**src/dlpd_pkg.sv**
```systemverilog
// Shared types, codes and constants of the dual-lane payload digest.
package dlpd_pkg;

  localparam int OP_W   = 2;
  localparam int CTX_W  = 4;
  localparam int BYTE_W = 8;
  localparam int LANE_W = 64;

  localparam int NUM_CONTEXTS_DEF = 16;
  localparam int QUEUE_DEPTH      = 4;

  localparam logic [LANE_W-1:0] SEED_LANE0 = 64'hcbf29ce484222325;
  localparam logic [LANE_W-1:0] SEED_LANE1 = 64'h9E3779B97F4A7C15;
  // FNV prime is 2^40 + 0x1B3
  localparam int                PRIME_SHIFT = 40;
  localparam logic [8:0]        PRIME_LOW   = 9'h1B3;
  localparam logic [LANE_W-1:0] MIX_LANE1   = 64'hBF58476D1CE4E5B9;
  localparam int                FOLD_SHIFT  = 31;

  typedef enum logic [OP_W-1:0] {
    OP_BEGIN   = 2'd0,
    OP_BYTE    = 2'd1,
    OP_FINISH  = 2'd2,
    OP_DISCARD = 2'd3
  } op_t;

  typedef enum logic [2:0] {
    CMD_SEED    = 3'd0,
    CMD_UPDATE  = 3'd1,
    CMD_REPORT  = 3'd2,
    CMD_RELEASE = 3'd3,
    CMD_EMPTY   = 3'd4
  } cmd_kind_t;

  typedef struct packed {
    cmd_kind_t          kind;
    logic [CTX_W-1:0]   ctx;
    logic [BYTE_W-1:0]  data;
  } cmd_t;

  typedef struct packed {
    logic              live;
    logic [LANE_W-1:0] lane0;
    logic [LANE_W-1:0] lane1;
  } entry_t;

  localparam int ENTRY_W = $bits(entry_t);

endpackage

```
**src/dlpd_queue.sv**
```systemverilog
// Short command queue between the front end and the digest engine.
module dlpd_queue (
  input  logic           clk,
  input  logic           rst,
  input  logic           push_valid,
  input  dlpd_pkg::cmd_t push_cmd,
  output logic           full,
  input  logic           pop,
  output logic           head_valid,
  output dlpd_pkg::cmd_t head_cmd
);
  import dlpd_pkg::*;

  localparam int QAW = (QUEUE_DEPTH > 1) ? $clog2(QUEUE_DEPTH) : 1;

  cmd_t           slots [QUEUE_DEPTH];
  logic [QAW-1:0] wr_ptr;
  logic [QAW-1:0] rd_ptr;
  logic [QAW:0]   count;
  logic           do_push;
  logic           do_pop;

  assign full       = (count == (QAW+1)'(QUEUE_DEPTH));
  assign head_valid = (count != '0);
  assign head_cmd   = slots[rd_ptr];
  assign do_push    = push_valid & ~full;
  assign do_pop     = pop & head_valid;

  always_ff @(posedge clk) begin
    if (rst) begin
      wr_ptr <= '0;
      rd_ptr <= '0;
      count  <= '0;
    end else begin
      if (do_push) begin
        wr_ptr <= (wr_ptr == QAW'(QUEUE_DEPTH - 1)) ? '0 : wr_ptr + 1'b1;
      end
      if (do_pop) begin
        rd_ptr <= (rd_ptr == QAW'(QUEUE_DEPTH - 1)) ? '0 : rd_ptr + 1'b1;
      end
      if (do_push && !do_pop) begin
        count <= count + 1'b1;
      end else if (do_pop && !do_push) begin
        count <= count - 1'b1;
      end
    end
  end

  always_ff @(posedge clk) begin
    if (do_push) begin
      slots[wr_ptr] <= push_cmd;
    end
  end

endmodule

```
**config.mk**
```make
export PLATFORM = sky130hd
export DESIGN_NAME = dlpd_queue
export DESIGN_NICKNAME = d
export VERILOG_FILES = /design/src/dlpd_pkg.sv /design/src/dlpd_queue.sv
export SDC_FILE = /design/constraint.sdc
export NUM_CORES = 1
export LEC_CHECK = 0
export BUFFER_PORTS_ARGS = -buffer_cell sky130_fd_sc_hd__clkbuf_2
export CORE_AREA = 2 2 91 93
export CTS_CLUSTER_DIAMETER = 150
export DETAILED_ROUTE_END_ITERATION = 12
export DIE_AREA = 0 0 93 95
export PLACE_DENSITY = 0.63
export SETUP_SLACK_MARGIN = 0.2
export SYNTH_ARGS = -nofsm -noshare
export SYNTH_HDL_FRONTEND = slang
export SYNTH_SLANG_ARGS = --single-unit
export TNS_END_PERCENT = 20
```
**constraint.sdc**
```tcl
create_clock -name clk -period 3 [get_ports clk]
set_clock_uncertainty 0.1 [all_clocks]
set_input_delay 0.15 -clock clk [delete_from_list [all_inputs] [get_ports clk]]
set_output_delay 0.15 -clock clk [all_outputs]
set_load 0.005 [all_outputs]
```
Word level (Yosys, flattened, before mapping)

Memories as Yosys holds them, arrays and structs flattened. A register that Yosys moved wholly into a read port is not among the register bits.
Cells that the tools add are included.

Flip-flop bits (word level): 7
Latch bits: 0
Memory bits (writable): 60
ROM bits: 0
Input bits: 19
Output and inout port bits: 17
Memories kept: 1

$add $sub $neg: 4
Multipliers: 0
Divide/modulo/power cells: 0
Order comparisons: 0
Equality and inequality tests: 3
Shift operators: 0
Muxes and demuxes: 8
Bitwise gates (word level): 3
Reductions and logical operators: 6

Memory list:

| memory | words | width | read ports | clocked after Yosys merged registers in | wr ports | line             | text |
|---|---|---|---|---|---|---|---|
| slots  | 4     | 15    | 1          | 1                                       | 1        | dlpd_queue.sv:16 | `cmd_t slots [QUEUE_DEPTH];` |

Operators by type and width:

| operator                                                           | count |
|---|---|
| 2-bit two-way mux                                                  | 4 |
| 3-bit two-way mux                                                  | 2 |
| 2-bit by 1-bit adder with 2-bit output, second input constant      | 2 |
| 2-bit == test, second input constant                               | 2 |
| 3-bit by 1-bit adder with 3-bit output, second input constant      | 1 |
| 3-bit == test, second input constant                               | 1 |
| 3-bit nonzero test                                                 | 1 |
| 3-bit by 1-bit subtractor with 3-bit output, second input constant | 1 |
| 1-bit AND                                                          | 2 |
| 1-bit logical AND                                                  | 2 |
| 1-bit zero test                                                    | 2 |
| 1-bit two-way mux                                                  | 2 |
| 2-bit nonzero test                                                 | 1 |
| 1-bit NOT                                                          | 1 |

Logic depth before layout (Yosys ltp)

Gate-level depths: netlist (run 1).

Depth in word-level cells: 7
Depth in mapped cells: 10

Worst setup path before layout (run 1)

OpenSTA, ideal clock, no wires.

Path type: register -> register
Start: register count[0]
End: register count[2]
Data arrival time: 1.980 ns
Required time: 2.830 ns
Path slack: 0.849 ns
Stages on the path, launching flop included: 11
Path buffers: 1
Period minus slack after synthesis: 2.151 ns
Cell sequence: dfxtp_1 -> or3b_1 -> buf_6 -> clkinv_4 -> nor2_2 -> ha_1 -> inv_1 -> fa_1 -> xor2_1 -> or3_1 -> a21oi_1

Longest elaborated chain between the ends: 6
Elaborated cells between the ends (all ways): 14

Ends and longest elaborated chain:

| what                                | line             | text |
|---|---|---|
| from (decl)                         | dlpd_queue.sv:19 | `logic [QAW:0] count;` |
| from (signal assigned)              | dlpd_queue.sv:42 | `count <= count + 1'b1;` |
| from (signal assigned)              | dlpd_queue.sv:44 | `count <= count - 1'b1;` |
| 3-bit == test (*)                   | dlpd_queue.sv:23 | `assign full = (count == (QAW+1)'(QUEUE_DEPTH));` |
| via full                            | dlpd_queue.sv:7  | `output logic full,` |
| 1-bit NOT (*)                       | dlpd_queue.sv:26 | `assign do_push = push_valid & ~full;` |
| 1-bit AND (*)                       | dlpd_queue.sv:26 |  |
| via do_push                         | dlpd_queue.sv:20 | `logic do_push;` |
| 1-bit zero test                     | dlpd_queue.sv:43 | `end else if (do_pop && !do_push) begin` |
| 1-bit logical AND                   | dlpd_queue.sv:43 |  |
| 2-bit nonzero test (no source line) | --               |  |

Mark *: on every way through the listed nets, which the timed path passes. The rest lies on a longest branch. The select of a mux whose other input is x is not followed.
A chain may end at the register's enable or synchronous reset.

Worst setup path in the final report (run 1)

Start: register count[0]
End: register count[2]

Longest elaborated chain between the ends: 6
Elaborated cells between the ends (all ways): 14

Ends and longest elaborated chain:

| what                                | line |
|---|---|
| 3-bit == test (*)                   | dlpd_queue.sv:23 |
| 1-bit NOT (*)                       | dlpd_queue.sv:26 |
| 1-bit AND (*)                       | dlpd_queue.sv:26 |
| via do_push                         | dlpd_queue.sv:20 |
| 1-bit zero test                     | dlpd_queue.sv:43 |
| 1-bit logical AND                   | dlpd_queue.sv:43 |
| 2-bit nonzero test (no source line) | -- |

Marked as above.

==> results of run 1 <==
per-layer routing:
layer  global-route usage (%)  routed length, um  vias to the layer above
li1                         -                  -                      628
met3                     5.75                238                        7
met4                     2.94                 42                        0
met2                     20.5               2430                       39
met5                        0                  0                        -
met1                     12.3               1890                      692
Yosys cell counts:
master	n
edfxtp_1	60
mux4_2	15
dfxtp_1	9
ha_1	6
and3_1	4
a21oi_1	3
inv_1	3
nor2_1	3
or3_1	3
buf_2	2
buf_6	2
mux2i_1	2
nand3_1	2
o31ai_2	2
xor2_1	2
bufinv_8	1
clkbuf_1	1
clkinv_4	1
fa_1	1
nand2_1	1
nor2_2	1
nor3_1	1
o21ai_0	1
o21ai_1	1
or3b_1	1
report_power, final:
part           leakage (uW)  total [uW]  switching [uW]  internal [uW]
Clock              0.000119         883             335            549
Sequential         0.000624        1230            60.6           1170
Combinational      0.000461         543             256            287
Total               0.00120        2650             651           2000
cells by family after synthesis:
group           share of synthesized area, %
compound gates                          1.88
simple gates                            3.33
flops                                   74.4
fa+ha+maj                               3.57
mux                                     13.4
xor+xnor                               0.657
buf+inv                                 2.77
worst max-delay path by stage:
stage,startpoint,to,slack [ps],cells after the start
6_report,count[0],count[2],640,9
3_3_place_gp,count[0],count[2],700,9
4_1_cts,count[0],count[2],620,9
3_5_place_dp,count[0],count[2],640,9
5_1_grt,count[0],count[2],460,9
2_1_floorplan,count[0],count[2],850,10
cell type report:
cell class / count / area [um^2] / share of cell area (%)
timing repair buffer: 52 / 343 / 10.3
inverter: 5 / 37.5 / 1.12
sequential: 69 / 1980 / 59.3
multi-input combinational: 49 / 609 / 18.2
clock buffer: 9 / 124 / 3.71
tap: 105 / 131 / 3.93
clock inverter: 6 / 113 / 3.37
flip-flops by register name, summed over array words and instances, names as in the netlist, named ones only:
signal / count
wr_ptr: 2
count: 3
rd_ptr: 2
slots: 60
repair_timing:
action | in CTS | in global routing
hold buffers | 16 | 0
endpoints found under the hold margin | 64 | 0
resized for setup | 0 | 0
through the flow:
step	hold slack [ps]	setup slack [ps]	area, um^2	power, uW	std cells
floorplan	149	849	2670	1600	128
global placement	272	702	2940	1780	264
detailed placement	274	639	2940	1790	264
CTS	21.5	619	3340	2700	295
global route	24.4	464	3340	2800	295
finish	37.4	641	3340	2650	295
worst max-delay path, delay by kind of cell (launching register included):
| family | cells | cell delay, ps |
|---|---|---|
| xor gates and xnor gates | 1 | 150 |
| adders and majority gates | 2 | 580 |
| AOI/OAI and AO/OA | 1 | 140 |
| DFF | 1 | 440 |
| and+or+nand+nor | 3 | 730 |
| buffers and inverters | 2 | 150 |
==> flow_metrics.env, run 1 <==
export IMPL_syn_inst=128
export IMPL_layout_nets=212
export IMPL_clock_sink_count=69
export IMPL_timing_worst_setup_path_type="register to register"
export IMPL_run_status="complete, no violations"
export IMPL_max_vdd_ir_drop_v=0.000330
export IMPL_area_growth_syn_to_layout_pct=25.3
export IMPL_drt_pass1_iter_count=4
export IMPL_arrival_ps=2520
export IMPL_hold_path_endpoint="wr_ptr[1]"
export IMPL_period_minus_slack_ps=2360
export IMPL_chipWidth_um=93
export IMPL_power_density_cell_area_mw_per_mm2=795
export IMPL_vias_per_cell=4.63
export IMPL_finalSetupViolations=0
export IMPL_cp_peak_stage_delay_ps=440
export IMPL_reg2reg_to="count[2]"
export IMPL_grt_first_pass_wirelength_um=7310
export IMPL_fillers=730
export IMPL_globalplace_congestion=0.672
export IMPL_final_hold_viol_count=0
export IMPL_r2r_start="count[0]"
export IMPL_max_capacitance_violation_count=0
export IMPL_hold_path_cell_count=3
export IMPL_drc=0
export IMPL_routed_wl_um=4600
export IMPL_finalCritPeriodShare_pct=78.6
export IMPL_yosys_register_bits=69
export IMPL_grt_util_all_layers_pct=11.6
export IMPL_cts_reportedPaths_clkPinSlew_ps=70
export IMPL_cell_taking_the_most_area_after_synthesis="edfxtp_1"
export IMPL_initialDrtViolationCount=91
export IMPL_io_buffers=35
export IMPL_post_syn_nets=154
export IMPL_dieArea_mm2=0.00884
export IMPL_r2r_cells=9
export IMPL_mostFrequentLayoutCell="edfxtp_1"
export IMPL_antennaDiodeCount=0
export IMPL_cp_end_kind="register"
export IMPL_synth_area_top_cells="edfxtp_1 (68%), mux4_2 (13%), dfxtp_1 (6.8%)"
export IMPL_floorplan_io_pins=36
export IMPL_worstHoldStart="push_valid"
export IMPL_min_delay_path_class="input pin to register"
export IMPL_setup_tns_final_ps=0
export IMPL_grt_antenna_before_repair=0
export IMPL_core_mm2=0.00793
export IMPL_numCtsBuffers=9
export IMPL_dp_final_hpwl_um=2900
export IMPL_grt_ovfl_total=0
export IMPL_synth_warning_count=0
export IMPL_die_height_um=95
export IMPL_tightest_pin_transition_ps=865
export IMPL_grt_start_max_net_pins=16
export IMPL_setup_repair_after_global_routing_missed_its_margin="false"
export IMPL_start_kind="register"
export IMPL_timing_critical_path_required_ps=3170
export IMPL_clock_insertion_delay_at_the_later_pin_of_the_skew_report_ps=330
export IMPL_num_vias=1366
export IMPL_postRouteAntennaNets=0
export IMPL_cts_htree_levels=3
export IMPL_rows=33
export IMPL_finalCoreUtilization_pct=42.1
export IMPL_number_of_global_route_vias_before_repair=1463
export IMPL_mostFrequentLayoutCells="edfxtp_1 (60), clkbuf_2 (35), dlygate4sd3_1 (16)"
export IMPL_cp_slowest_cell="dfxtp_1"
export IMPL_cellLeakagePower_uw=0.00120
export IMPL_post_synthesis_sequential_area_ratio_pct=74.4
export IMPL_critical_path_cell_chain="or3b_1, clkinv_4, nor2_2, ha_1, inv_1, fa_1, xor2_1, or3_1, a21oi_1"
export IMPL_timing_final_max_slew_violations=0
export IMPL_cts_repair_timing_setup_buffer_count=0
export IMPL_floorplan_initialDensity_pct=33.6
export IMPL_fraction_of_final_layout_cells_sized_beyond_drive_strength_1_pct=37.4
export IMPL_netlist_area_mm2=0.00267
export IMPL_wl_per_cell_um=15.6
export IMPL_worstPathMaxFanout=7
export IMPL_slew_limit_headroom_pct=42.3
export IMPL_achievable_frequency_mhz=424
export IMPL_clockBufferDepth=2
export IMPL_syn_avg_cell_area_um2=20.8
export IMPL_post_synth_top_area_fraction_pct=67.6
export IMPL_clock_tree_root_cell="clkbuf_8"
export IMPL_slack_of_the_worst_reg_to_reg_path_ps=640
export IMPL_cts_tree="built"
export IMPL_synth_distinct_cells=25
Power figures use the tool's default switching activity.
==> run 2, diff against run 1 <==
--- a/config.mk
+++ b/config.mk
@@ -5,12 +5,13 @@
 export SDC_FILE = /design/constraint.sdc
 export NUM_CORES = 1
 export LEC_CHECK = 0
+export ABC_AREA = 1
 export BUFFER_PORTS_ARGS = -buffer_cell sky130_fd_sc_hd__clkbuf_2
-export CORE_AREA = 2 2 91 93
+export CORE_AREA = 2 2 94 96
 export CTS_CLUSTER_DIAMETER = 150
 export DETAILED_ROUTE_END_ITERATION = 12
-export DIE_AREA = 0 0 93 95
-export PLACE_DENSITY = 0.63
+export DIE_AREA = 0 0 96 98
+export PLACE_DENSITY = 0.65
 export SETUP_SLACK_MARGIN = 0.2
 export SYNTH_ARGS = -nofsm -noshare
 export SYNTH_HDL_FRONTEND = slang
==> constraint.sdc (replaced) <==
create_clock -name clk -period 1.93 [get_ports clk]
set_clock_uncertainty 0.1 [all_clocks]
set_input_delay 0.0965 -clock clk [delete_from_list [all_inputs] [get_ports clk]]
set_output_delay 0.0965 -clock clk [all_outputs]
set_load 0.005 [all_outputs]
==> flow_metrics.env, run 2 <==
export IMPL_run_status="complete, no violations"
export IMPL_worstPathMaxFanout=3
export IMPL_area_growth_syn_to_layout_pct=27.4
export IMPL_max_capacitance_violation_count=0
export IMPL_synth_distinct_cells=23
export IMPL_timing_worst_setup_path_type="register to register"
export IMPL_worstHoldStart="push_valid"
export IMPL_rows=34
export IMPL_cts_tree="built"
export IMPL_period_minus_slack_ps=1730
export IMPL_timing_final_max_slew_violations=0
export IMPL_setup_tns_final_ps=0
export IMPL_core_mm2=0.00847
export IMPL_drt_pass1_iter_count=4
export IMPL_chipWidth_um=96
export IMPL_grt_ovfl_total=0
export IMPL_globalplace_congestion=0.749
export IMPL_max_vdd_ir_drop_v=0.000832
export IMPL_finalSetupViolations=0
export IMPL_pre_cts_slack_ps=59.3
export IMPL_vias_per_cell=4.62
export IMPL_place_area_mm2=0.00317
export IMPL_final_cell_count_no_fill=396
export IMPL_arrival_ps=1850
export IMPL_num_vias=1829
export IMPL_mostFrequentLayoutCell="edfxtp_1"
export IMPL_antennaDiodeCount=0
export IMPL_fraction_of_final_layout_cells_sized_beyond_drive_strength_1_pct=34.0
export IMPL_timing_critical_path_required_ps=2050
export IMPL_top_regs="slots: 60 flops, count: 3 flops"
export IMPL_mostFrequentLayoutCells="edfxtp_1 (60), nor2_1 (44), clkbuf_2 (35)"
export IMPL_fin_area_mm2=0.00364
export IMPL_clockBufferDepth=2
export IMPL_drc=0
export IMPL_grt_first_pass_wirelength_um=8700
export IMPL_netlist_area_mm2=0.00286
export IMPL_cell_taking_the_most_area_after_synthesis="edfxtp_1"
export IMPL_start_kind="register"
export IMPL_synth_main_ff_cell="edfxtp_1"
export IMPL_yosys_register_bits=69
export IMPL_cellLeakagePower_uw=0.00139
export IMPL_async_reset_ff_share_pct=0
export IMPL_placed_cells_incl_taps=358
export IMPL_grt_antenna_before_repair=0
export IMPL_syn_avg_cell_area_um2=13.3
export IMPL_synth_most_common_cell="edfxtp_1"
export IMPL_post_syn_nets=241
export IMPL_hold_path_endpoint="count[0]"
export IMPL_floorplan_io_pins=36
export IMPL_clock_sink_count=69
export IMPL_achievable_frequency_mhz=578
export IMPL_finalCritPeriodShare_pct=89.6
export IMPL_postRouteAntennaNets=0
export IMPL_synth_edff_count=60
export IMPL_post_synthesis_sequential_area_ratio_pct=69.4
export IMPL_synth_warning_count=0
export IMPL_tightest_pin_transition_ps=396
export IMPL_slew_limit_headroom_pct=73.6
export IMPL_numCtsBuffers=9
export IMPL_clock_tree_root_cell="clkbuf_8"
export IMPL_grt_util_all_layers_pct=12.3
export IMPL_die_height_um=98
export IMPL_routed_wl_um=5450
export IMPL_power_density_cell_area_mw_per_mm2=1300
export IMPL_cts_reportedPaths_clkPinSlew_ps=60
export IMPL_io_buffers=35
export IMPL_dieArea_mm2=0.00941
export IMPL_critPathLaunch="count[1]"
export IMPL_finalCoreUtilization_pct=43.0
export IMPL_initialDrtViolationCount=139
export IMPL_number_of_global_route_vias_before_repair=1825
export IMPL_r2r_start="count[1]"
export IMPL_dp_final_hpwl_um=3300
export IMPL_synth_top_cells_by_count="edfxtp_1 (60), nor2_1 (44), o21ai_1 (18)"
export IMPL_layout_nets=309
export IMPL_syn_inst=215
export IMPL_fillers=765
export IMPL_cts_htree_levels=3
export IMPL_wl_per_cell_um=13.8
export IMPL_grt_start_max_net_pins=24
export IMPL_r2r_cells=9
export IMPL_cp_end_kind="register"
export IMPL_largest_register_ffs=60
export IMPL_min_delay_path_class="input pin to register"
export IMPL_synth_area_top_cells="edfxtp_1 (63%), dfxtp_1 (6.3%), nor2_1 (5.8%)"
export IMPL_regMostFlops="slots"
export IMPL_final_hold_viol_count=0
export IMPL_hold_path_cell_count=6
export IMPL_clock_insertion_delay_at_the_later_pin_of_the_skew_report_ps=340
export IMPL_post_synth_top_area_fraction_pct=63.1
export IMPL_slack_of_the_worst_reg_to_reg_path_ps=200
export IMPL_final_setup_worst_slack_ps=200
export IMPL_setup_repair_after_global_routing_missed_its_margin="true"
export IMPL_reg2reg_to="count[1]"
export IMPL_floorplan_initialDensity_pct=33.7
run 2: cell type report:
type                    instances  area (um^2)  share of cell area, %
clock buffers                  10          128                   3.51
repair buffers                 65          464                   12.8
multi-input cells             121          771                   21.2
well taps                     108          135                   3.71
clock inverters                 6         87.6                   2.41
flip-flops and latches         69         1990                   54.7
inverters                      17         63.8                   1.75
run 2: cells by family after synthesis:
family | count (synthesis) | share of synthesized area [%]
xor+xnor | 1 | 0.307
fa+ha+maj | 7 | 3.33
compound gates | 49 | 13.0
flops | 69 | 69.4
simple gates | 64 | 9.20
buf+inv | 25 | 4.77
run 2: critical path: stages (launching register included):
cell	delay [ps]
dfxtp_4	360
nor2_4	140
nand2_2	80
nand2_2	80
inv_2	50
ha_4	150
inv_2	60
fa_2	420
o21ai_1	130
nor2_1	60
run 2: how the worst max path moves through the flow:
stage	end	cells after the start	slack, ps
6_report	count[1]	9	200
5_1_grt	count[1]	9	130
4_1_cts	count[1]	9	140
3_5_place_dp	count[1]	9	60
3_3_place_gp	count[1]	9	110
2_1_floorplan	count[1]	9	150
run 2: routing by layer:
metal	track usage, %	vias to the layer above	wire [um]
li1	-	902	-
met1	14.4	880	2360
met5	0	-	0
met3	4.17	10	260
met2	20.5	37	2730
met4	5.27	0	98
run 2: through the flow:
step | total power, uW | hold slack [ps]
final | 4720 | 221
after global routing | 5030 | 257
after CTS | 4710 | 226
after detailed placement | 3390 | 172
after global placement | 3370 | 169
after floorplan | 2930 | 68.9
run 2: report_power, final:
part	total (uW)	switching, uW	internal, uW
clock	1250	521	725
sequential	1950	109	1850
combinational	1520	865	659
total	4720	1500	3230
run 2: timing repair:
| action | CTS | global route |
|---|---|---|
| setup endpoints to repair | 14 | 12 |
| hold buffers | 19 | 0 |
| hold endpoints to repair | 68 | 0 |
| setup buffers | 1 | 2 |
| pin swaps | 2 | 4 |
| resized for setup | 5 | 10 |
