===== config.mk =====
export PLATFORM = sky130hd
export DESIGN_NAME = dlpd_front
export DESIGN_NICKNAME = d
export VERILOG_FILES = /design/src/dlpd_pkg.sv /design/src/dlpd_front.sv
export SDC_FILE = /design/constraint.sdc
export NUM_CORES = 1
export LEC_CHECK = 0
export ABC_CLOCK_PERIOD_IN_PS = 1550
export BUFFER_PORTS_ARGS = -buffer_cell sky130_fd_sc_hd__buf_2
export CAP_MARGIN = 0
export CORE_MARGIN = 3
export CORE_UTILIZATION = 37
export DETAILED_ROUTE_END_ITERATION = 10
export GPL_TIMING_DRIVEN = 0
export PLACE_DENSITY_LB_ADDON = 0.15
export SYNTH_ARGS = -nofsm -noshare
export SYNTH_HDL_FRONTEND = slang
export SYNTH_SLANG_ARGS = --single-unit

===== constraint.sdc =====
create_clock -name clk -period 1.55 [get_ports clk]
set_input_delay 0.155 -clock clk [delete_from_list [all_inputs] [get_ports clk]]
set_output_delay 0.155 -clock clk [all_outputs]
set_load 0.03 [all_outputs]

===== src/dlpd_pkg.sv =====
// Shared types, codes and constants of the dual-lane payload digest.
package dlpd_pkg;

  localparam int OP_W   = 2;
  localparam int CTX_W  = 4;
  localparam int BYTE_W = 8;
  localparam int LANE_W = 64;

  localparam int NUM_CONTEXTS_DEF = 16;
  localparam int QUEUE_DEPTH      = 4;

  localparam logic [LANE_W-1:0] SEED_LANE0 = 64'hcbf29ce484222325;
  localparam logic [LANE_W-1:0] SEED_LANE1 = 64'h9E3779B97F4A7C15;
  // FNV prime is 2^40 + 0x1B3
  localparam int                PRIME_SHIFT = 40;
  localparam logic [8:0]        PRIME_LOW   = 9'h1B3;
  localparam logic [LANE_W-1:0] MIX_LANE1   = 64'hBF58476D1CE4E5B9;
  localparam int                FOLD_SHIFT  = 31;

  typedef enum logic [OP_W-1:0] {
    OP_BEGIN   = 2'd0,
    OP_BYTE    = 2'd1,
    OP_FINISH  = 2'd2,
    OP_DISCARD = 2'd3
  } op_t;

  typedef enum logic [2:0] {
    CMD_SEED    = 3'd0,
    CMD_UPDATE  = 3'd1,
    CMD_REPORT  = 3'd2,
    CMD_RELEASE = 3'd3,
    CMD_EMPTY   = 3'd4
  } cmd_kind_t;

  typedef struct packed {
    cmd_kind_t          kind;
    logic [CTX_W-1:0]   ctx;
    logic [BYTE_W-1:0]  data;
  } cmd_t;

  typedef struct packed {
    logic              live;
    logic [LANE_W-1:0] lane0;
    logic [LANE_W-1:0] lane1;
  } entry_t;

  localparam int ENTRY_W = $bits(entry_t);

endpackage


===== src/dlpd_front.sv =====
// Front end: accepts items, drops those that do nothing, classifies the rest.
module dlpd_front #(
  parameter int NUM_CONTEXTS = dlpd_pkg::NUM_CONTEXTS_DEF
) (
  input  logic                        clk,
  input  logic                        rst,
  input  logic                        item_valid,
  output logic                        item_stall,
  input  logic [dlpd_pkg::OP_W-1:0]   operation,
  input  logic [dlpd_pkg::CTX_W-1:0]  context_index,
  input  logic [dlpd_pkg::BYTE_W-1:0] data_byte,
  input  logic                        init_busy,
  output logic                        push_valid,
  output dlpd_pkg::cmd_t              push_cmd,
  input  logic                        q_full
);
  import dlpd_pkg::*;

  logic      cmd_valid;
  cmd_t      cmd;
  cmd_t      cls_cmd;
  logic      cls_keep;
  logic      ctx_ok;
  logic      accept;
  op_t       op;

  assign op     = op_t'(operation);
  assign ctx_ok = (32'(context_index) < 32'(NUM_CONTEXTS));

  always_comb begin
    cls_cmd.ctx  = context_index;
    cls_cmd.data = data_byte;
    cls_cmd.kind = CMD_SEED;
    cls_keep     = ctx_ok;
    unique case (op)
      OP_BEGIN: begin
        cls_cmd.kind = CMD_SEED;
      end
      OP_BYTE: begin
        cls_cmd.kind = CMD_UPDATE;
      end
      OP_FINISH: begin
        // a finish always answers, even for a context out of range
        cls_keep     = 1'b1;
        cls_cmd.kind = ctx_ok ? CMD_REPORT : CMD_EMPTY;
      end
      OP_DISCARD: begin
        cls_cmd.kind = CMD_RELEASE;
      end
      default: begin
        cls_keep = 1'b0;
      end
    endcase
  end

  assign item_stall = init_busy | (cmd_valid & q_full);
  assign accept     = item_valid & ~item_stall;
  assign push_valid = cmd_valid;
  assign push_cmd   = cmd;

  always_ff @(posedge clk) begin
    if (rst) begin
      cmd_valid <= 1'b0;
    end else if (accept) begin
      cmd_valid <= cls_keep;
    end else if (cmd_valid && !q_full) begin
      cmd_valid <= 1'b0;
    end
  end

  always_ff @(posedge clk) begin
    if (accept) begin
      cmd <= cls_cmd;
    end
  end

endmodule


Word level (Yosys, flattened, before mapping)
Cells that the tools add are included.

cells by class
  add/subtract/negate cells = 0
  $mul = 0
  divide/modulo/power cells = 0
  magnitude comparators = 0
  equal/unequal tests = 3
  shifts and indexed selects = 0
  mux-type cells = 3
  bitwise logic cells = 4
  reduce and logical (&&, ||, !) cells = 4

operators by type and width
  kind                                            number
  one-hot mux 3 bit (4 select lines)              1
  == test 2 bit (second input constant)           2
  AND 1 bit                                       2
  == test 2 x 1 -> 1 bit (second input constant)  1
  logical NOT 2 bit                               1
  2-to-1 mux 1 bit                                2
  nonzero test 2 bit                              1
  logical AND 1 bit                               1
  logical NOT 1 bit                               1
  NOT 1 bit                                       1
  bitwise OR 1 bit                                1

storage, ports and cells
  register bits after elaboration = 16
  latch bits = 0
  RAM bits = 0
  ROM bits = 0
  output and inout port bits = 17
  memories kept = 0

Longest topological paths before layout
Gate-level depths: netlist (run 1).

  depth in word-level cells = 5
  mapped depth = 2

Worst setup path after synthesis (run 1)
OpenSTA, ideal clock, no wires.

  path type = reg-to-reg
  start = register cmd_valid (netlist: push_valid)
  end = register cmd, in the netlist push_cmd[0], enable pin
  library setup time = 375 ps
  arrival = 925 ps
  setup slack = 250 ps
  cell stages (with the launch flop) = 2
  path buffers = 0
  period minus slack after synthesis = 1300 ps
  path through = dfxtp_1 -> a21oi_2

between the ends
  word-level cells in the longest chain between the ends = 4

ends and longest elaborated chain
  item                      line              text
  start: declaration        dlpd_front.sv:19  logic cmd_valid;
  start signal: assignment  dlpd_front.sv:65  cmd_valid <= cls_keep;
  AND 1 bit                 dlpd_front.sv:56  assign item_stall = init_busy | (cmd_valid & q_full);
  bitwise OR 1 bit          dlpd_front.sv:56
  NOT 1 bit                 dlpd_front.sv:57  assign accept = item_valid & ~item_stall;
  AND 1 bit                 dlpd_front.sv:57
  named net accept          dlpd_front.sv:24  logic accept;
  end signal: assignment    dlpd_front.sv:73  cmd <= cls_cmd;
  end: declaration          dlpd_front.sv:20  cmd_t cmd;

The timed path passes the listed nets, and every way through them passes these cells.
A chain may end at the register's enable or synchronous reset.

Worst setup path after layout (run 1)
Same ends and word-level chain as after synthesis.

==> flow_summary.yaml, run 1 <==
run_status:
  status: "complete, no violations"
yosys:
  syn-num-nets: 43
  ys_ff_latch: 15
  yosysWarnings: 0
  postSynthCellCount: 24
  yosysSeqAreaShare: 0.880
  ys_types: 9
  syn_area_sq_um: 500
  syn-mean-instance-area_sq_um: 20.9
timing:
  whs_ns: 0.0301
  rsz0062_at_grt: "no"
  fin_setup_tns_ns: 0
  finalCritPeriodShare: 0.832
  timing.final.crit_period_ns: 1.29
  drv_slew: 0
  worstMarginPinSlew_ns: 0.719
  setup-violations-final: 0
  layout_setup_ws_ns: 0.261
  slew_headroom: 0.521
  max_freq_mhz: 776
  hold_viol_final: 0
  clock_skew_ns: 0.00353
setup_path:
  cp_num_buf_inv: 0
  start_kind: "flop"
  worstReg2RegEnd: "push_cmd[0]"
  path_cells: "a21oi_2"
  crit_start: "push_valid"
  worstReg2RegStart: "push_valid"
  crit_path_max_incr_delay_ns: 0.59
  critPathTopFamily: "compound AO/OA/AOI/OAI gates"
  arrival_ns: 1.20
  reg2reg_depth: 1
  critPathMaxFanout: 14
  crit_type: "flop to flop"
  worstPathRequired_ns: 1.46
  critPathCaptureType: "flop"
  slowest_stage: "a21oi_2"
  reg2reg_slack_ns: 0.26
flow_run:
  max_cap_viol_count: 0
cells_and_area:
  utilization: 0.594
  areaGrowthSynthToFinish_pct: 40.8
  fin_nets: 80
  stdcell_area_sq_um: 704
  antennaDiodeCount: 0
  regArea_sq_um: 440
  multi_input_area_sq_um: 45.0
  drive_gt1_frac: 0.650
  fillCellCount: 101
placement:
  port_buffers: 32
  pre_cts_ws_ns: 0.206
  placed_area_sq_um: 678
  gp_congestion: 0.607
global_route:
  antenna_found_initial: 0
  grt_pass1_vias: 304
  grt_pass1_wl_um: 1300
  overflow: 0
  grt_usage: 0.101
  grt_max_degree: 15
floorplanning:
  die_h_um: 42.8
  start_util: 0.422
  rows: 12
  pin_count: 36
  die_area_sq_um: 1830
  core_area_sq_um: 1190
  fp.dieW_um: 42.8
cts:
  cts_sinks: 15
  path_clk_slew_ns: 0.08
  cts_tree: "yes"
  post_cts_buffers: 0
  post_cts_resized: 0
  cts_max_path_buffers: 2
  insertion_delay_ns: 0.27
  h-tree-depth: 1
  cts_inserted_buffers: 3
  cts_hold_buf: 0
  clockRootBuffer: "clkbuf_4"
route:
  drcViolationCount: 0
  first_pass_iters: 3
  ant_nets: 0
  vias: 320
  drt_iter0_drc: 5
  wl_um: 831
  wl_per_cell_um: 11.2
  viasPerCell: 4.32
power_and_ir_drop:
  leakage_uw: 0.000308
  vdd_drop_max_uv: 755
  power-per-cell-area_nw_per_um2: 1100
worst_hold_path:
  min_to: "push_valid"
  hold_depth: 2
  hold_path.class: "primary input to flop"
  worstHoldStart: "rst"
==> metrics by stage <==
step | power, uW | cells
after floorplan | 534 | 24
after global placement | 571 | 70
after detailed placement | 574 | 70
after CTS | 785 | 74
after global routing | 815 | 74
final | 775 | 74
==> synthesized netlist by cell type <==
library cell  number  area (sq um)
dfxtp_1            1          20.0
conb_1             1          3.75
nand2b_4           1          13.8
clkbuf_1           2          7.51
edfxtp_1          14           420
nand2b_1           1          6.26
a21oi_2            2          17.5
nand2_1            1          3.75
buf_4              1          7.51
==> cell families after synthesis <==
logic type      count (synthesis)  synth area share
flops                          15             0.880
simple gates                    3            0.0475
buf+inv                         3            0.0300
compound gates                  2            0.0350
other cells                     1           0.00749
==> metal layers <==
metal / vias to the layer above / wire length (um) / part of all wire / GRT usage
met5: - / 0 / 0 / 0
met4: 0 / 0 / 0 / 0.0186
met3: 0 / 135 / 0.16 / 0.0805
met2: 26 / 384 / 0.46 / 0.150
met1: 138 / 311 / 0.37 / 0.114
li1: 156 / - / - / -
==> registers in the layout, indices dropped and copies added (netlist names) <==
name	count
push_valid	1
push_cmd	14
==> area by class of cell <==
type | instances | share of cell area
buffer | 3 | 0.0213
clock buffer | 4 | 0.0373
multi-input combinational | 6 | 0.0639
sequential | 15 | 0.625
tap | 14 | 0.0249
timing repair buffer | 32 | 0.227
==> worst max-delay path by stage <==
stage	to	slack, ns	cells after the start
2_1_floorplan	push_cmd[0]	0.25	1
3_3_place_gp	push_cmd[7]	0.22	3
3_5_place_dp	push_cmd[8]	0.21	3
4_1_cts	push_cmd[9]	0.23	1
5_1_grt	push_cmd[5]	0.16	1
6_report	push_cmd[0]	0.26	1
==> cells in the final DEF (no fill, tap or decap) <==
| master | count |
|---|---|
| dfxtp_1 | 1 |
| nand2b_4 | 1 |
| a21oi_2 | 2 |
| buf_4 | 1 |
| edfxtp_1 | 14 |
| nand2b_1 | 1 |
| clkbuf_1 | 3 |
| nand2_1 | 1 |
| clkbuf_4 | 3 |
| conb_1 | 1 |
| buf_2 | 32 |
==> report_power, final <==
group          leakage, uW  internal, uW  total (uW)  switching, uW
clock            0.0000150          99.7         212            113
combinational     0.000154          33.0        95.7           62.7
sequential        0.000139           463         467           4.32
Power figures use the tool's default switching activity.
==> run 2, diff against run 1 <==
- ABC_AREA: unset -> 1
- ABC_CLOCK_PERIOD_IN_PS: 1550 -> 1300
- clock period: 1.55 -> 1.3 ns (I/O delays scaled with it)
==> run 2 against run 1 <==
Critical path depth grew 2. Hold slack worse by 0.0056 ns. Final area is 1.4% higher. Via count increased by 3.1%. First-iteration DRC count increased by 40%. Combinational power rose by 21%. Routed wire length up 8.7%. Clock skew is 0.0029 ns higher. Largest cell class unchanged. Largest power group unchanged. Highest routed layer unchanged.
==> flow_summary.yaml, run 2 <==
yosys:
  yosysSeqAreaShare: 0.876
  syn-mean-instance-area_sq_um: 18.0
  syn-num-nets: 47
  ys_types: 10
  synth_edf_count: 14
  synth_largest_area_cell: "edfxtp_1"
  post-synth-top-count-cell: "edfxtp_1"
  ys_ff_latch: 15
  synth_commonest_cells: "edfxtp_1, inv_1, clkbuf_1, nand2_2"
  yosysWarnings: 0
  synth_top_area_share: 0.836
  synth_flop_cell: "edfxtp_1"
  synthArstFlopShare: 0
  postSynthCellCount: 28
  syn_area_sq_um: 503
  synth_area_leaders: "edfxtp_1, dfxtp_1, inv_1"
floorplanning:
  die_area_sq_um: 1840
  fp.dieW_um: 42.9
  core_area_sq_um: 1190
  rows: 12
  die_h_um: 42.9
  start_util: 0.424
  pin_count: 36
timing:
  fin_setup_tns_ns: 0
  layout_setup_ws_ns: 0.169
  clock_skew_ns: 0.00645
  drv_slew: 0
  finalCritPeriodShare: 0.870
  hold_viol_final: 0
  max_freq_mhz: 884
  timing.final.crit_period_ns: 1.13
  setup-violations-final: 0
  rsz0062_at_grt: "no"
route:
  drt_iter0_drc: 7
  ant_nets: 0
  viasPerCell: 4.23
  wl_per_cell_um: 11.6
  vias: 330
  first_pass_iters: 4
  drcViolationCount: 0
  wl_um: 903
setup_path:
  worstReg2RegEnd: "push_cmd[12]"
  reg2reg_depth: 3
  cpMostUsedCell: "nand2_2"
  crit_path_max_incr_delay_ns: 0.33
  critPathCaptureType: "flop"
  crit_type: "flop to flop"
  critPathTopFamily: "simple AND/OR/NAND/NOR gates"
  reg2reg_slack_ns: 0.17
  worstPathRequired_ns: 1.23
  start_kind: "flop"
  arrival_ns: 1.07
  path_cells: "nand2_2 > nand2_2 > nor2_4"
  critPathMaxFanout: 14
  worstReg2RegStart: "push_valid"
  slowest_stage: "dfxtp_1"
  cp_num_buf_inv: 0
cells_and_area:
  mostFrequentLayoutCell: "buf_2"
  largest_reg_flops: 14
  fillCellCount: 101
  final_cells: 78
  fin_nets: 84
  final_cell_mix: "buf_2, edfxtp_1, inv_1"
  multi_input_area_sq_um: 40.0
  antennaDiodeCount: 0
  areaGrowthSynthToFinish_pct: 42.0
  regArea_sq_um: 440
  drive_gt1_frac: 0.625
  utilization: 0.602
run_status:
  status: "complete, no violations"
cts:
  cts_inserted_buffers: 3
  post_cts_resized: 0
  cts_hold_buf: 0
  h-tree-depth: 1
  cts_max_path_buffers: 2
  post_cts_buffers: 0
  cts_tree: "yes"
  path_clk_slew_ns: 0.09
  clockRootBuffer: "clkbuf_4"
  insertion_delay_ns: 0.27
  cts_sinks: 15
global_route:
  overflow: 0
  grt_pass1_vias: 296
  antenna_found_initial: 0
  grt_usage: 0.102
  grt_max_degree: 15
  grt_pass1_wl_um: 1330
worst_hold_path:
  min_to: "push_cmd[7]"
  hold_path.class: "primary input to flop"
  worstHoldStart: "data_byte[7]"
  hold_depth: 1
power_and_ir_drop:
  power-per-cell-area_nw_per_um2: 1300
  leakage_uw: 0.000330
  total_power_uw: 926
  vdd_drop_max_uv: 674
placement:
  pre_cts_ws_ns: 0.173
  dp.cells: 74
  port_buffers: 32
  gp_congestion: 0.617
flow_run:
  max_cap_viol_count: 0
## run 2: cell count changes in the layout (fill, tap and decap cells not counted)
| cell | before | now |
|---|---|---|
| nand2b_4 | 1 | 0 |
| nand2_2 | 0 | 2 |
| nor2_4 | 0 | 1 |
| nand2b_1 | 1 | 0 |
| o21ai_2 | 0 | 1 |
| inv_1 | 0 | 4 |
| a21oi_2 | 2 | 0 |
## run 2: area by class of cell
class                           count  area share
Buffer                              3      0.0210
Clock buffer                        4      0.0368
Inverter                            4      0.0210
Multi-Input combinational cell      6      0.0560
Sequential cell                    15       0.616
Tap cell                           14      0.0245
Timing Repair Buffer               32       0.224
## run 2: worst max-delay path by stage
stage / end / cells after the start / startpoint / slack, ns
after CTS: push_cmd[4] / 3 / push_valid / 0.15
after floorplan: push_cmd[0] / 3 / push_valid / 0.01
after global placement: push_cmd[12] / 3 / push_valid / 0.18
after detailed placement: push_cmd[4] / 3 / push_valid / 0.17
after global routing: push_cmd[13] / 3 / push_valid / 0.11
final: push_cmd[12] / 3 / push_valid / 0.17
## run 2: kinds of logic (layout without fill, tap and decap cells)
logic type	Yosys count	in the layout	share of synthesized area
flops	15	15	0.876
buf+inv	7	43	0.0597
simple gates	4	4	0.0398
other cells	1	1	0.00746
compound gates	1	1	0.0174
## run 2: where the power goes
part | switching (uW) | internal [uW]
clock network | 134 | 119
registers | 5.18 | 552
logic | 77.5 | 39.0
total | 217 | 710
## run 2: per-stage QoR
step           hold WS (ns)  cell area [sq um]
6_report             0.0245                714
5_1_grt             0.00666                714
4_1_cts              0.0122                714
3_5_place_dp          0.308                688
3_3_place_gp          0.301                688
2_1_floorplan         0.229                510
## run 2: metal layers
metal,track usage,wire length [um]
met5,0,0
met3,0.0424,113
met1,0.101,307
met2,0.177,483
met4,0.0559,0
==> run 3, diff against run 2 <==
- CORE_AREA: unset -> 3 3 40 42
- CORE_MARGIN: 3 -> unset
- CORE_UTILIZATION: 37 -> unset
- CTS_BUF_LIST: unset -> sky130_fd_sc_hd__clkbuf_2
- DIE_AREA: unset -> 0 0 43 45
==> run 3 against run 2 <==
Fmax grew 0.55%. Core utilization shrank 5.0 points. Critical path depth is the same. Hold slack gained 0.0065 ns. Highest routed layer unchanged.
==> flow_summary.yaml, run 3 (synthesized netlist as in run 2, its figures left out) <==
timing:
  rsz0062_at_grt: "no"
  timing.final.crit_period_ns: 1.12
  setup-violations-final: 0
  finalCritPeriodShare: 0.865
  drv_slew: 0
  clock_skew_ns: 0.00562
  fin_setup_tns_ns: 0
  whs_ns: 0.0309
  hold_viol_final: 0
  max_freq_mhz: 889
setup_path:
  critPathCaptureType: "flop"
  cpMostUsedCell: "nand2_2"
  crit_start: "push_valid"
  path_cells: "nand2_2 > nand2_2 > nor2_4"
  crit_type: "flop to flop"
  worstReg2RegEnd: "push_cmd[13]"
  arrival_ns: 1.06
  crit_path_end: "push_cmd[13]"
  slowest_stage: "dfxtp_1"
  worstPathRequired_ns: 1.24
  crit_path_max_incr_delay_ns: 0.34
  start_kind: "flop"
  critPathMaxFanout: 14
  reg2reg_slack_ns: 0.18
  reg2reg_depth: 3
  worstReg2RegStart: "push_valid"
cts:
  post_cts_resized: 0
  cts_max_path_buffers: 2
  insertion_delay_ns: 0.26
  cts_inserted_buffers: 3
  cts_sinks: 15
  clockRootBuffer: "clkbuf_2"
  path_clk_slew_ns: 0.13
  h-tree-depth: 1
  cts_tree: "yes"
  post_cts_buffers: 0
  cts_hold_buf: 0
cells_and_area:
  final_cell_mix: "buf_2, edfxtp_1, inv_1, clkbuf_2"
  areaGrowthSynthToFinish_pct: 41.0
  largest_reg_flops: 14
  mostFrequentLayoutCell: "buf_2"
  antennaDiodeCount: 0
  final_cells: 79
  drive_gt1_frac: 0.641
  fin_nets: 84
floorplanning:
  pin_count: 36
  start_util: 0.391
  fp.dieW_um: 43
  core_area_sq_um: 1280
  rows: 13
  die_h_um: 45
  die_area_sq_um: 1940
placement:
  dp.cells: 75
  port_buffers: 32
  gp_congestion: 0.566
  dpl.hpwl_um: 657
run_status:
  status: "complete, no violations"
global_route:
  antenna_found_initial: 0
  grt_pass1_wl_um: 1190
  grt_pass1_vias: 291
  overflow: 0
  grt_max_degree: 15
  grt_usage: 0.0871
power_and_ir_drop:
  p_seq_frac: 0.630
  vdd_drop_max_uv: 529
  comb_power_share: 0.131
  p_clk_frac: 0.239
  power-per-cell-area_nw_per_um2: 1240
  intPower_uw: 672
  p_sw_uw: 210
  netSwitchingFraction: 0.238
  leakage_uw: 0.000331
route:
  viasPerCell: 3.89
  wl_um: 815
  wl_per_cell_um: 10.3
  drt_iter0_drc: 2
  drcViolationCount: 0
  ant_nets: 0
  first_pass_iters: 4
  vias: 307
worst_hold_path:
  hold_path.class: "primary input to flop"
  hold_depth: 1
flow_run:
  max_cap_viol_count: 0
## run 3: cell type report
cell class,count,area [sq um]
plain buffers,3,15.0
repair buffers,32,160
clock buffers,4,20.0
inverters,4,15.0
multi-input cells,6,40.0
fillers,120,576
flip-flops and latches,15,440
well taps,15,18.8
## run 3: metrics by stage
| stage | worst slack, ns | cell area, sq um | power, uW | utilization |
|---|---|---|---|---|
| floorplan | 0.0140 | 510 | 640 | - |
| global placement | 0.187 | 689 | 683 | 0.537 |
| detailed placement | 0.172 | 689 | 685 | 0.537 |
| CTS | 0.155 | 709 | 901 | 0.552 |
| global route | 0.104 | 709 | 923 | 0.552 |
| finish | 0.176 | 709 | 883 | 0.552 |
## run 3: worst min-delay path by stage
stage	endpoint	start	slack (ns)
6_report	push_cmd[13]	operation[1]	0.03
5_1_grt	push_cmd[3]	data_byte[3]	0.005
4_1_cts	push_cmd[12]	operation[0]	0.009
3_5_place_dp	push_cmd[12]	operation[0]	0.30
3_3_place_gp	push_cmd[13]	operation[1]	0.30
2_1_floorplan	push_cmd[0]	data_byte[0]	0.23
## run 3: worst max-delay path: cells and delay by family, from the launching register on
| family | cells | cell delay, ns |
|---|---|---|
| flops | 1 | 0.34 |
| simple gates | 3 | 0.45 |
## run 3: power by group through the flow
stage	Combinational, uW	Sequential [uW]	Clock (uW)
floorplan	29.9	610	0
global placement	116	567	0
detailed placement	118	567	0
CTS	118	556	227
global route	125	558	240
finish	116	556	211
## run 3: layer usage
metal | global-route usage | vias to the layer above | wire [um]
li1 | - | 163 | -
met1 | 0.0909 | 124 | 280
met2 | 0.153 | 20 | 436
met3 | 0.0279 | 0 | 97
met4 | 0.0542 | 0 | 0
met5 | 0 | - | 0
